<file path="src/sv/ilir_pkg.sv">
`default_nettype none
// ----------------------------------------------------------------------------
// ilir_pkg: shared types and constants for the indexed list block
// Holds the store depth, derived widths, operation and status codes, and the
// command/status bundles between the controller and the datapath.
// ----------------------------------------------------------------------------
package ilir_pkg;

  // Store depth and derived widths
  localparam int DEPTH   = 32;
  localparam int DATA_W  = 32;
  localparam int POS_W   = 6;
  localparam int IDX_W   = (DEPTH > 1) ? $clog2(DEPTH) : 1;
  localparam int CNT_W   = $clog2(DEPTH + 1);
  localparam int CMP_W   = (CNT_W > POS_W) ? CNT_W : POS_W;

  // Operation codes
  localparam logic [1:0] MODE_INSERT = 2'd0;
  localparam logic [1:0] MODE_REMOVE = 2'd1;
  localparam logic [1:0] MODE_DUMP   = 2'd2;

  // Status codes
  localparam logic [1:0] ST_DONE  = 2'd0;
  localparam logic [1:0] ST_FULL  = 2'd1;
  localparam logic [1:0] ST_NOPOS = 2'd2;

  // Controller to datapath commands
  typedef struct packed {
    logic             ins_wr;
    logic             rm_wr;
    logic             load_stat;
    logic [1:0]       stat;
    logic             load_entry;
    logic [IDX_W-1:0] idx;
  } dp_cmd_t;

  // Datapath to controller status
  typedef struct packed {
    logic full;
    logic empty;
    logic rm_ok;
    logic is_last;
  } dp_stat_t;

endpackage
`default_nettype wire

</file>
<file path="src/sv/indexed_list_insert_remove.sv">
`default_nettype none
// ----------------------------------------------------------------------------
// indexed_list_insert_remove: ordered list with insert/remove at an index
// Usage:
//   Input channel (in_valid/in_stall) carries mode, position and value.
//   Insert places value after position entries (beyond count appends);
//   remove deletes the 1-based entry; dump streams all entries in order.
//   Result channel (out_valid/out_stall) carries status, entry_value,
//   entry_valid and last; last marks the final result of an item.
//   Insert and remove update the whole cell row in the accept cycle; the
//   status result appears in the cycle after the transfer in. With the output
//   taken every cycle a new insert/remove is accepted every cycle.
//   A dump enters the dump state, then loads one entry per cycle while the
//   output is free; input is stalled until the last entry is loaded.
//   A stall on the output holds the result register and stalls the input.
//   Reset (synchronous, active low) empties the list and drops any result.
// ----------------------------------------------------------------------------
module indexed_list_insert_remove (
  input  wire                                      clk,
  input  wire                                      rst_n,
  input  wire                                      in_valid,
  output logic                                     in_stall,
  input  wire logic [1:0]                          in_mode,
  input  wire logic [ilir_pkg::POS_W-1:0]          in_position,
  input  wire logic signed [ilir_pkg::DATA_W-1:0]  in_value,
  output logic                                     out_valid,
  input  wire                                      out_stall,
  output logic [1:0]                               out_status,
  output logic signed [ilir_pkg::DATA_W-1:0]       out_entry_value,
  output logic                                     out_entry_valid,
  output logic                                     out_last
);
  import ilir_pkg::*;

  dp_cmd_t  cmd;
  dp_stat_t stat;

  // Control
  ilir_ctrl u_ctrl (
    .clk       (clk),
    .rst_n     (rst_n),
    .in_valid  (in_valid),
    .in_stall  (in_stall),
    .mode      (in_mode),
    .out_valid (out_valid),
    .out_stall (out_stall),
    .stat      (stat),
    .cmd       (cmd)
  );

  // Cell store and result register
  ilir_dp u_dp (
    .clk             (clk),
    .rst_n           (rst_n),
    .position        (in_position),
    .value           (in_value),
    .cmd             (cmd),
    .stat            (stat),
    .out_status      (out_status),
    .out_entry_value (out_entry_value),
    .out_entry_valid (out_entry_valid),
    .out_last        (out_last)
  );

endmodule
`default_nettype wire

</file>
<file path="src/sv/ilir_dp.sv">
`default_nettype none
// ----------------------------------------------------------------------------
// ilir_dp: shifting cell store, entry count and result register
// Every cell updates in parallel, so an insert or remove completes at once.
// A dump reads one cell per cycle, at the controller's index, unless stalled.
// ----------------------------------------------------------------------------
module ilir_dp (
  input  wire                          clk,
  input  wire                          rst_n,
  input  wire logic [ilir_pkg::POS_W-1:0]  position,
  input  wire logic signed [ilir_pkg::DATA_W-1:0] value,
  input  wire ilir_pkg::dp_cmd_t       cmd,
  output ilir_pkg::dp_stat_t           stat,
  output logic [1:0]                   out_status,
  output logic signed [ilir_pkg::DATA_W-1:0] out_entry_value,
  output logic                         out_entry_valid,
  output logic                         out_last
);
  import ilir_pkg::*;

  logic [DATA_W-1:0] cells_r [DEPTH];
  logic [CNT_W-1:0]  count_r, count_nxt;
  logic [CMP_W-1:0]  pos_x, cnt_x, ins_at, rm_at;

  logic [1:0]        status_r, status_nxt;
  logic [DATA_W-1:0] value_r, value_nxt;
  logic              evalid_r, evalid_nxt;
  logic              last_r, last_nxt;

  // Position compares at a common width
  assign pos_x  = CMP_W'(position);
  assign cnt_x  = CMP_W'(count_r);
  assign ins_at = (pos_x > cnt_x) ? cnt_x : pos_x;
  assign rm_at  = pos_x - CMP_W'(1);

  // Status back to the controller
  assign stat.full    = (count_r == CNT_W'(DEPTH));
  assign stat.empty   = (count_r == '0);
  assign stat.rm_ok   = (pos_x != '0) && (pos_x <= cnt_x);
  assign stat.is_last = ((CNT_W'(cmd.idx) + CNT_W'(1)) == count_r);

  // Cell row: shift right of the insert point, shift left from removed slot
  for (genvar i = 0; i < DEPTH; i++) begin : g_cell
    always_ff @(posedge clk) begin
      if (cmd.ins_wr) begin
        if (CMP_W'(i) == ins_at) begin
          cells_r[i] <= value;
        end else if (i > 0 && CMP_W'(i) > ins_at) begin
          cells_r[i] <= cells_r[(i > 0) ? i - 1 : 0];
        end
      end else if (cmd.rm_wr) begin
        if (i < DEPTH - 1 && CMP_W'(i) >= rm_at) begin
          cells_r[i] <= cells_r[(i < DEPTH - 1) ? i + 1 : i];
        end
      end
    end
  end

  // Entry count
  always_comb begin
    count_nxt = count_r;
    if (cmd.ins_wr) begin
      count_nxt = count_r + CNT_W'(1);
    end else if (cmd.rm_wr) begin
      count_nxt = count_r - CNT_W'(1);
    end
  end

  always_ff @(posedge clk) begin
    if (!rst_n) begin
      count_r <= '0;
    end else begin
      count_r <= count_nxt;
    end
  end

  // Result payload register
  always_comb begin
    status_nxt = status_r;
    value_nxt  = value_r;
    evalid_nxt = evalid_r;
    last_nxt   = last_r;
    if (cmd.load_stat) begin
      status_nxt = cmd.stat;
      value_nxt  = '0;
      evalid_nxt = 1'b0;
      last_nxt   = 1'b1;
    end else if (cmd.load_entry) begin
      status_nxt = ST_DONE;
      value_nxt  = cells_r[cmd.idx];
      evalid_nxt = 1'b1;
      last_nxt   = stat.is_last;
    end
  end

  always_ff @(posedge clk) begin
    status_r <= status_nxt;
    value_r  <= value_nxt;
    evalid_r <= evalid_nxt;
    last_r   <= last_nxt;
  end

  assign out_status      = status_r;
  assign out_entry_value = value_r;
  assign out_entry_valid = evalid_r;
  assign out_last        = last_r;

endmodule
`default_nettype wire

</file>
<file path="src/sv/ilir_ctrl.sv">
`default_nettype none
// ----------------------------------------------------------------------------
// ilir_ctrl: handshake control and dump sequencer
// Decodes each accepted item into datapath commands and steps the dump
// index one entry per output transfer.
// ----------------------------------------------------------------------------
module ilir_ctrl (
  input  wire                     clk,
  input  wire                     rst_n,
  input  wire                     in_valid,
  output logic                    in_stall,
  input  wire logic [1:0]         mode,
  output logic                    out_valid,
  input  wire                     out_stall,
  input  wire ilir_pkg::dp_stat_t stat,
  output ilir_pkg::dp_cmd_t       cmd
);
  import ilir_pkg::*;

  localparam logic S_IDLE = 1'b0;
  localparam logic S_DUMP = 1'b1;

  logic             state_r, state_nxt;
  logic [IDX_W-1:0] idx_r, idx_nxt;
  logic             ovalid_r, ovalid_nxt;
  logic             out_free, accept;

  // Output register can take a new result
  assign out_free = !ovalid_r || !out_stall;
  assign in_stall = (state_r == S_DUMP) || !out_free;
  assign accept   = in_valid && !in_stall;

  // Decode and sequence
  always_comb begin
    state_nxt      = state_r;
    idx_nxt        = idx_r;
    cmd            = '0;
    cmd.idx        = idx_r;
    unique case (state_r)
      S_IDLE: begin
        if (accept) begin
          unique case (mode)
            MODE_INSERT: begin
              cmd.ins_wr    = !stat.full;
              cmd.load_stat = 1'b1;
              cmd.stat      = stat.full ? ST_FULL : ST_DONE;
            end
            MODE_REMOVE: begin
              cmd.rm_wr     = stat.rm_ok;
              cmd.load_stat = 1'b1;
              cmd.stat      = stat.rm_ok ? ST_DONE : ST_NOPOS;
            end
            MODE_DUMP: begin
              if (stat.empty) begin
                cmd.load_stat = 1'b1;
                cmd.stat      = ST_DONE;
              end else begin
                state_nxt = S_DUMP;
                idx_nxt   = '0;
              end
            end
            default: begin
              cmd.load_stat = 1'b1;
              cmd.stat      = ST_NOPOS;
            end
          endcase
        end
      end
      S_DUMP: begin
        if (out_free) begin
          cmd.load_entry = 1'b1;
          idx_nxt        = idx_r + IDX_W'(1);
          if (stat.is_last) begin
            state_nxt = S_IDLE;
          end
        end
      end
      default: begin
        state_nxt = S_IDLE;
      end
    endcase
    ovalid_nxt = cmd.load_stat || cmd.load_entry || (ovalid_r && out_stall);
  end

  always_ff @(posedge clk) begin
    if (!rst_n) begin
      state_r  <= S_IDLE;
      idx_r    <= '0;
      ovalid_r <= 1'b0;
    end else begin
      state_r  <= state_nxt;
      idx_r    <= idx_nxt;
      ovalid_r <= ovalid_nxt;
    end
  end

  assign out_valid = ovalid_r;

endmodule
`default_nettype wire
</file>
<file path="config.mk">
export PLATFORM = sky130hd
export DESIGN_NAME = indexed_list_insert_remove
export DESIGN_NICKNAME = d
export VERILOG_FILES = /design/src/sv/ilir_pkg.sv /design/src/sv/indexed_list_insert_remove.sv /design/src/sv/ilir_dp.sv /design/src/sv/ilir_ctrl.sv
export SDC_FILE = /design/constraint.sdc
export NUM_CORES = 2
export LEC_CHECK = 0
export BUFFER_PORTS_ARGS = -buffer_cell sky130_fd_sc_hd__buf_4
export CORE_MARGIN = 2
export CORE_UTILIZATION = 60
export DETAILED_ROUTE_END_ITERATION = 10
export PLACE_DENSITY_LB_ADDON = 0.12
export SYNTH_ARGS = -nofsm -noshare
export SYNTH_HDL_FRONTEND = slang
export SYNTH_SLANG_ARGS = --single-unit
export TNS_END_PERCENT = 20
</file>
<file path="constraint.sdc">
create_clock -name clk -period 6.5 [get_ports clk]
set_clock_uncertainty 0.05 [all_clocks]
set_input_delay 0.975 -clock clk [delete_from_list [all_inputs] [get_ports clk]]
set_output_delay 0.975 -clock clk [all_outputs]
set_load 0.01 [all_outputs]
</file>
==> results.sh <==
export IMPL_tns_ns=0
export IMPL_reg2reg_from="u_dp.cnt_x[5]$_SDFFE_PN0P_"
export IMPL_synth_seq_cells=1073
export IMPL_ioPinCount=82
export IMPL_ir_worst_vdd_v=0.0002661
export IMPL_clkTransAtPathRegs_ns=0.06
export IMPL_synth_area_leader_cell="edfxtp_1"
export IMPL_worstMarginPinSlew_ns=1.208
export IMPL_cts_tree="yes"
export IMPL_post_cts_buffers=0
export IMPL_gr_total_overflow=0
export IMPL_crit_slowest_cell="o31a_2"
export IMPL_hold_viol_final=0
export IMPL_yosys_most_used_dff="edfxtp_1"
export IMPL_required_ns=6.87
export IMPL_place_inst=7109
export IMPL_cellInternalPower_w=0.01301
export IMPL_synth_mux_area_share_pct=20.56
export IMPL_grt_use_total_pct=38.70
export IMPL_drc=0
export IMPL_wire_per_inst_um=30.38
export IMPL_layout_common_cells="edfxtp_1 (1026), nand3_1 (584), nand2_1 (513)"
export IMPL_ys_types=91
export IMPL_endpoint_kind="flip-flop"
export IMPL_ant_nets=0
export IMPL_finalMaxSlewViolations=0
export IMPL_path_class="flip-flop to flip-flop"
export IMPL_coreArea_mm2=0.1104
export IMPL_pwr_density_cell_mw_per_mm2=258.8
export IMPL_area_delta_synth_final_pct=7.839
export IMPL_r2r_end="u_dp.cells_r[18][0]$_DFFE_PP_"
export IMPL_cts_resized=0
export IMPL_max_stage_delay_ns=0.83
export IMPL_layout_drive_gt1_share_pct=20.29
export IMPL_maxCapViolCount=0
export IMPL_numClockSinks=1073
export IMPL_grt_max_degree=192
export IMPL_startpoint_type="flip-flop"
export IMPL_vias=54210
export IMPL_dieArea_mm2=0.1136
export IMPL_synth_edf_count=1026
export IMPL_syn_inst=6098
export IMPL_ys_seq_area_share_pct=47.71
export IMPL_critPathLaunch="u_dp.cnt_x[5]$_SDFFE_PN0P_"
export IMPL_rsz0062_at_grt="false"
export IMPL_via_per_inst=7.387
export IMPL_die_h_um=337.0
export IMPL_avgSynthCellArea_um2=10.91
export IMPL_drt_first_pass_iters=8
export IMPL_gp_congestion=0.9959
export IMPL_utilization_pct=65.02
export IMPL_crit_family="buffers and inverters"
export IMPL_syn_cell_area_mm2=0.06654
export IMPL_synth_xor_area_share_pct=0.1448
export IMPL_synth_top_area_share_pct=46.30
export IMPL_p_seq_share_pct=45.5
export IMPL_synth_compound_area_share_pct=14.42
export IMPL_reg2reg_depth=11
export IMPL_grt_pass1_vias=50650
export IMPL_synth_simple_area_share_pct=12.09
export IMPL_holdBufCountCts=0
export IMPL_worst_path_buf_inv=4
export IMPL_cts_buffer_depth=3
export IMPL_placed_area_mm2=0.06799
export IMPL_yosysWarnings=0
export IMPL_async_flop_share_pct=0
export IMPL_p_leak_nw=23.34
export IMPL_nets=5801
export IMPL_cts_buffers=119
export IMPL_status="finished, final reports clean"
export IMPL_grt_pass1_wl_um=332700
export IMPL_h_tree_depth=3
export IMPL_clkLatencyLatePin_ns=0.74
export IMPL_nFillCells=8496
export IMPL_multiInputGateArea_mm2=0.03226
export IMPL_period_needed_ns=5.207
export IMPL_cp_common_cell="buf_4"
export IMPL_drt_iter0_drc=7394
export IMPL_synth_top_family_by_area="multiplexers"
export IMPL_syn_num_nets=6157
export IMPL_initial_core_util_pct=60.29
export IMPL_worst_path_stages=11
export IMPL_slew_headroom_pct=17.78
export IMPL_post_dp_hpwl_um=153000
export IMPL_clockRootBuffer="clkbuf_16"
export IMPL_p_clk_share_pct=35.9
export IMPL_wl_um=223000
export IMPL_endpoint="u_dp.cells_r[18][0]$_DFFE_PP_"
export IMPL_instances_no_fill=7339
export IMPL_fmax_mhz=192.0
export IMPL_power_switching_w=0.005557
export IMPL_die_width_um=337.0
export IMPL_numPortBuffers=81
export IMPL_synthTopCellsByArea="edfxtp_1 (46%), mux4_2 (11%), mux2_2 (5.0%), nand3_1 (4.4%), a31oi_1 (4.1%)"
export IMPL_rows=122
export IMPL_p_comb_share_pct=18.6
export IMPL_hold_path_class="input pin to flip-flop"
export IMPL_r2r_slack_ns=1.29
export IMPL_switching_share_pct=29.92
export IMPL_cp_arrival_ns=5.57
export IMPL_crit_chain="clkinv_1 -> ha_1 -> and4_1 -> nand3_1 -> o31a_2 -> buf_4 -> o21a_1 -> buf_4 -> and2_1 -> nand2b_1 -> buf_4"
export IMPL_ff_latch_area_mm2=0.03177
export IMPL_synth_fa_ha_area_share_pct=0.2933
export IMPL_finalSetupViolations=0
export IMPL_final_area_mm2=0.07176
export IMPL_layout_commonest_cell="edfxtp_1"
export IMPL_antenna_found_initial=24
export IMPL_fin_crit_sh_pct=80.11
export IMPL_worstPathMaxFanout=33
-- Yosys cell counts (28+ instances only) --
library cell,instances
a31oi_1,433
o21ai_0,521
o211ai_1,155
mux2i_1,244
mux4_2,320
a211oi_1,67
buf_1,65
nor2_1,469
nand3_1,589
mux2_2,297
buf_2,135
o22ai_1,35
a21oi_1,156
mux2_4,29
nand4_1,51
o31ai_1,33
nor3_1,71
dfxtp_1,47
clkbuf_1,482
edfxtp_1,1026
nand2_1,521
buf_4,28
-- metrics by stage --
stage | setup WS, ns | hold WS, ns | power [W]
2_1_floorplan | 0.5823 | 0.4403 | 0.01069
3_3_place_gp | 1.368 | 0.4044 | 0.01183
3_5_place_dp | 1.340 | 0.4112 | 0.01193
4_1_cts | 1.432 | 0.3898 | 0.01847
5_1_grt | 1.004 | 0.3983 | 0.01905
6_report | 1.293 | 0.4147 | 0.01857
-- power groups by stage --
| stage | sequential, W | combinational, W | clock (W) |
|---|---|---|---|
| finish | 0.00844 | 0.00345 | 0.00667 |
| global route | 0.00847 | 0.00364 | 0.00694 |
| CTS | 0.00842 | 0.00337 | 0.00668 |
| detailed placement | 0.00856 | 0.00336 | 0 |
| global placement | 0.00855 | 0.00328 | 0 |
| floorplan | 0.00846 | 0.00223 | 0 |
-- cell families (layout without fill, tap and decap cells) --
logic type,after synthesis,after routing
other,0,10
AOI/OAI and AO/OA,1550,1550
muxes,908,908
and+or+nand+nor,1794,1794
adders and majority gates,15,15
buffers and inverters,747,490
DFF,1073,1073
xor gates and xnor gates,11,11
-- registers in the layout (all words and copies together), names as in the netlist --
register and flops:
u_dp.out_entry_value 32, u_ctrl.out_valid 1, u_dp.out_entry_valid 1, u_ctrl.state_r 1
u_dp.cells_r 1024, u_ctrl.idx_r 5, u_dp.cnt_x 6, u_dp.out_last 1
u_dp.out_status 2
-- worst min path at each step --
stage | startpoint | end | depth (start not counted)
global placement | u_dp.out_entry_value[23]$_SDFFE_PP0P_ | u_dp.out_entry_value[23]$_SDFFE_PP0P_ | 2
global route | rst_n | u_ctrl.out_valid$_SDFF_PN0_ | 2
finish | rst_n | u_ctrl.out_valid$_SDFF_PN0_ | 2
floorplan | u_dp.out_entry_value[0]$_SDFFE_PP0P_ | u_dp.out_entry_value[0]$_SDFFE_PP0P_ | 2
detailed placement | u_dp.out_entry_value[17]$_SDFFE_PP0P_ | u_dp.out_entry_value[17]$_SDFFE_PP0P_ | 2
CTS | rst_n | u_ctrl.out_valid$_SDFF_PN0_ | 2
-- final cells by class --
| type | count | share of cell area [%] |
|---|---|---|
| Clock buffer | 168 | 4.720 |
| Timing Repair Buffer | 247 | 2.793 |
| Multi-Input combinational cell | 4278 | 44.96 |
| Antenna cell | 10 | 0.03487 |
| Tap cell | 1488 | 2.595 |
| Sequential cell | 1073 | 44.27 |
| Inverter | 23 | 0.1308 |
| Clock inverter | 52 | 0.4952 |
-- worst register-to-register path: stages, from the launching register on --
cell	delay [ns]
dfxtp_1	0.73
clkinv_1	0.50
ha_1	0.49
and4_1	0.23
nand3_1	0.22
o31a_2	0.83
buf_4	0.33
o21a_1	0.15
buf_4	0.34
and2_1	0.47
nand2b_1	0.26
buf_4	0.28
-- per-layer routing --
metal  vias to the layer above  part of all wire, %  GRT usage (%)
li1                      23000                    -              -
met1                     26810                   39          55.15
met2                      3947                   45          57.63
met3                       447                   13          10.44
met4                        10                  3.1          12.93
met5                         -                0.029              0
Power figures use the tool's default switching activity.
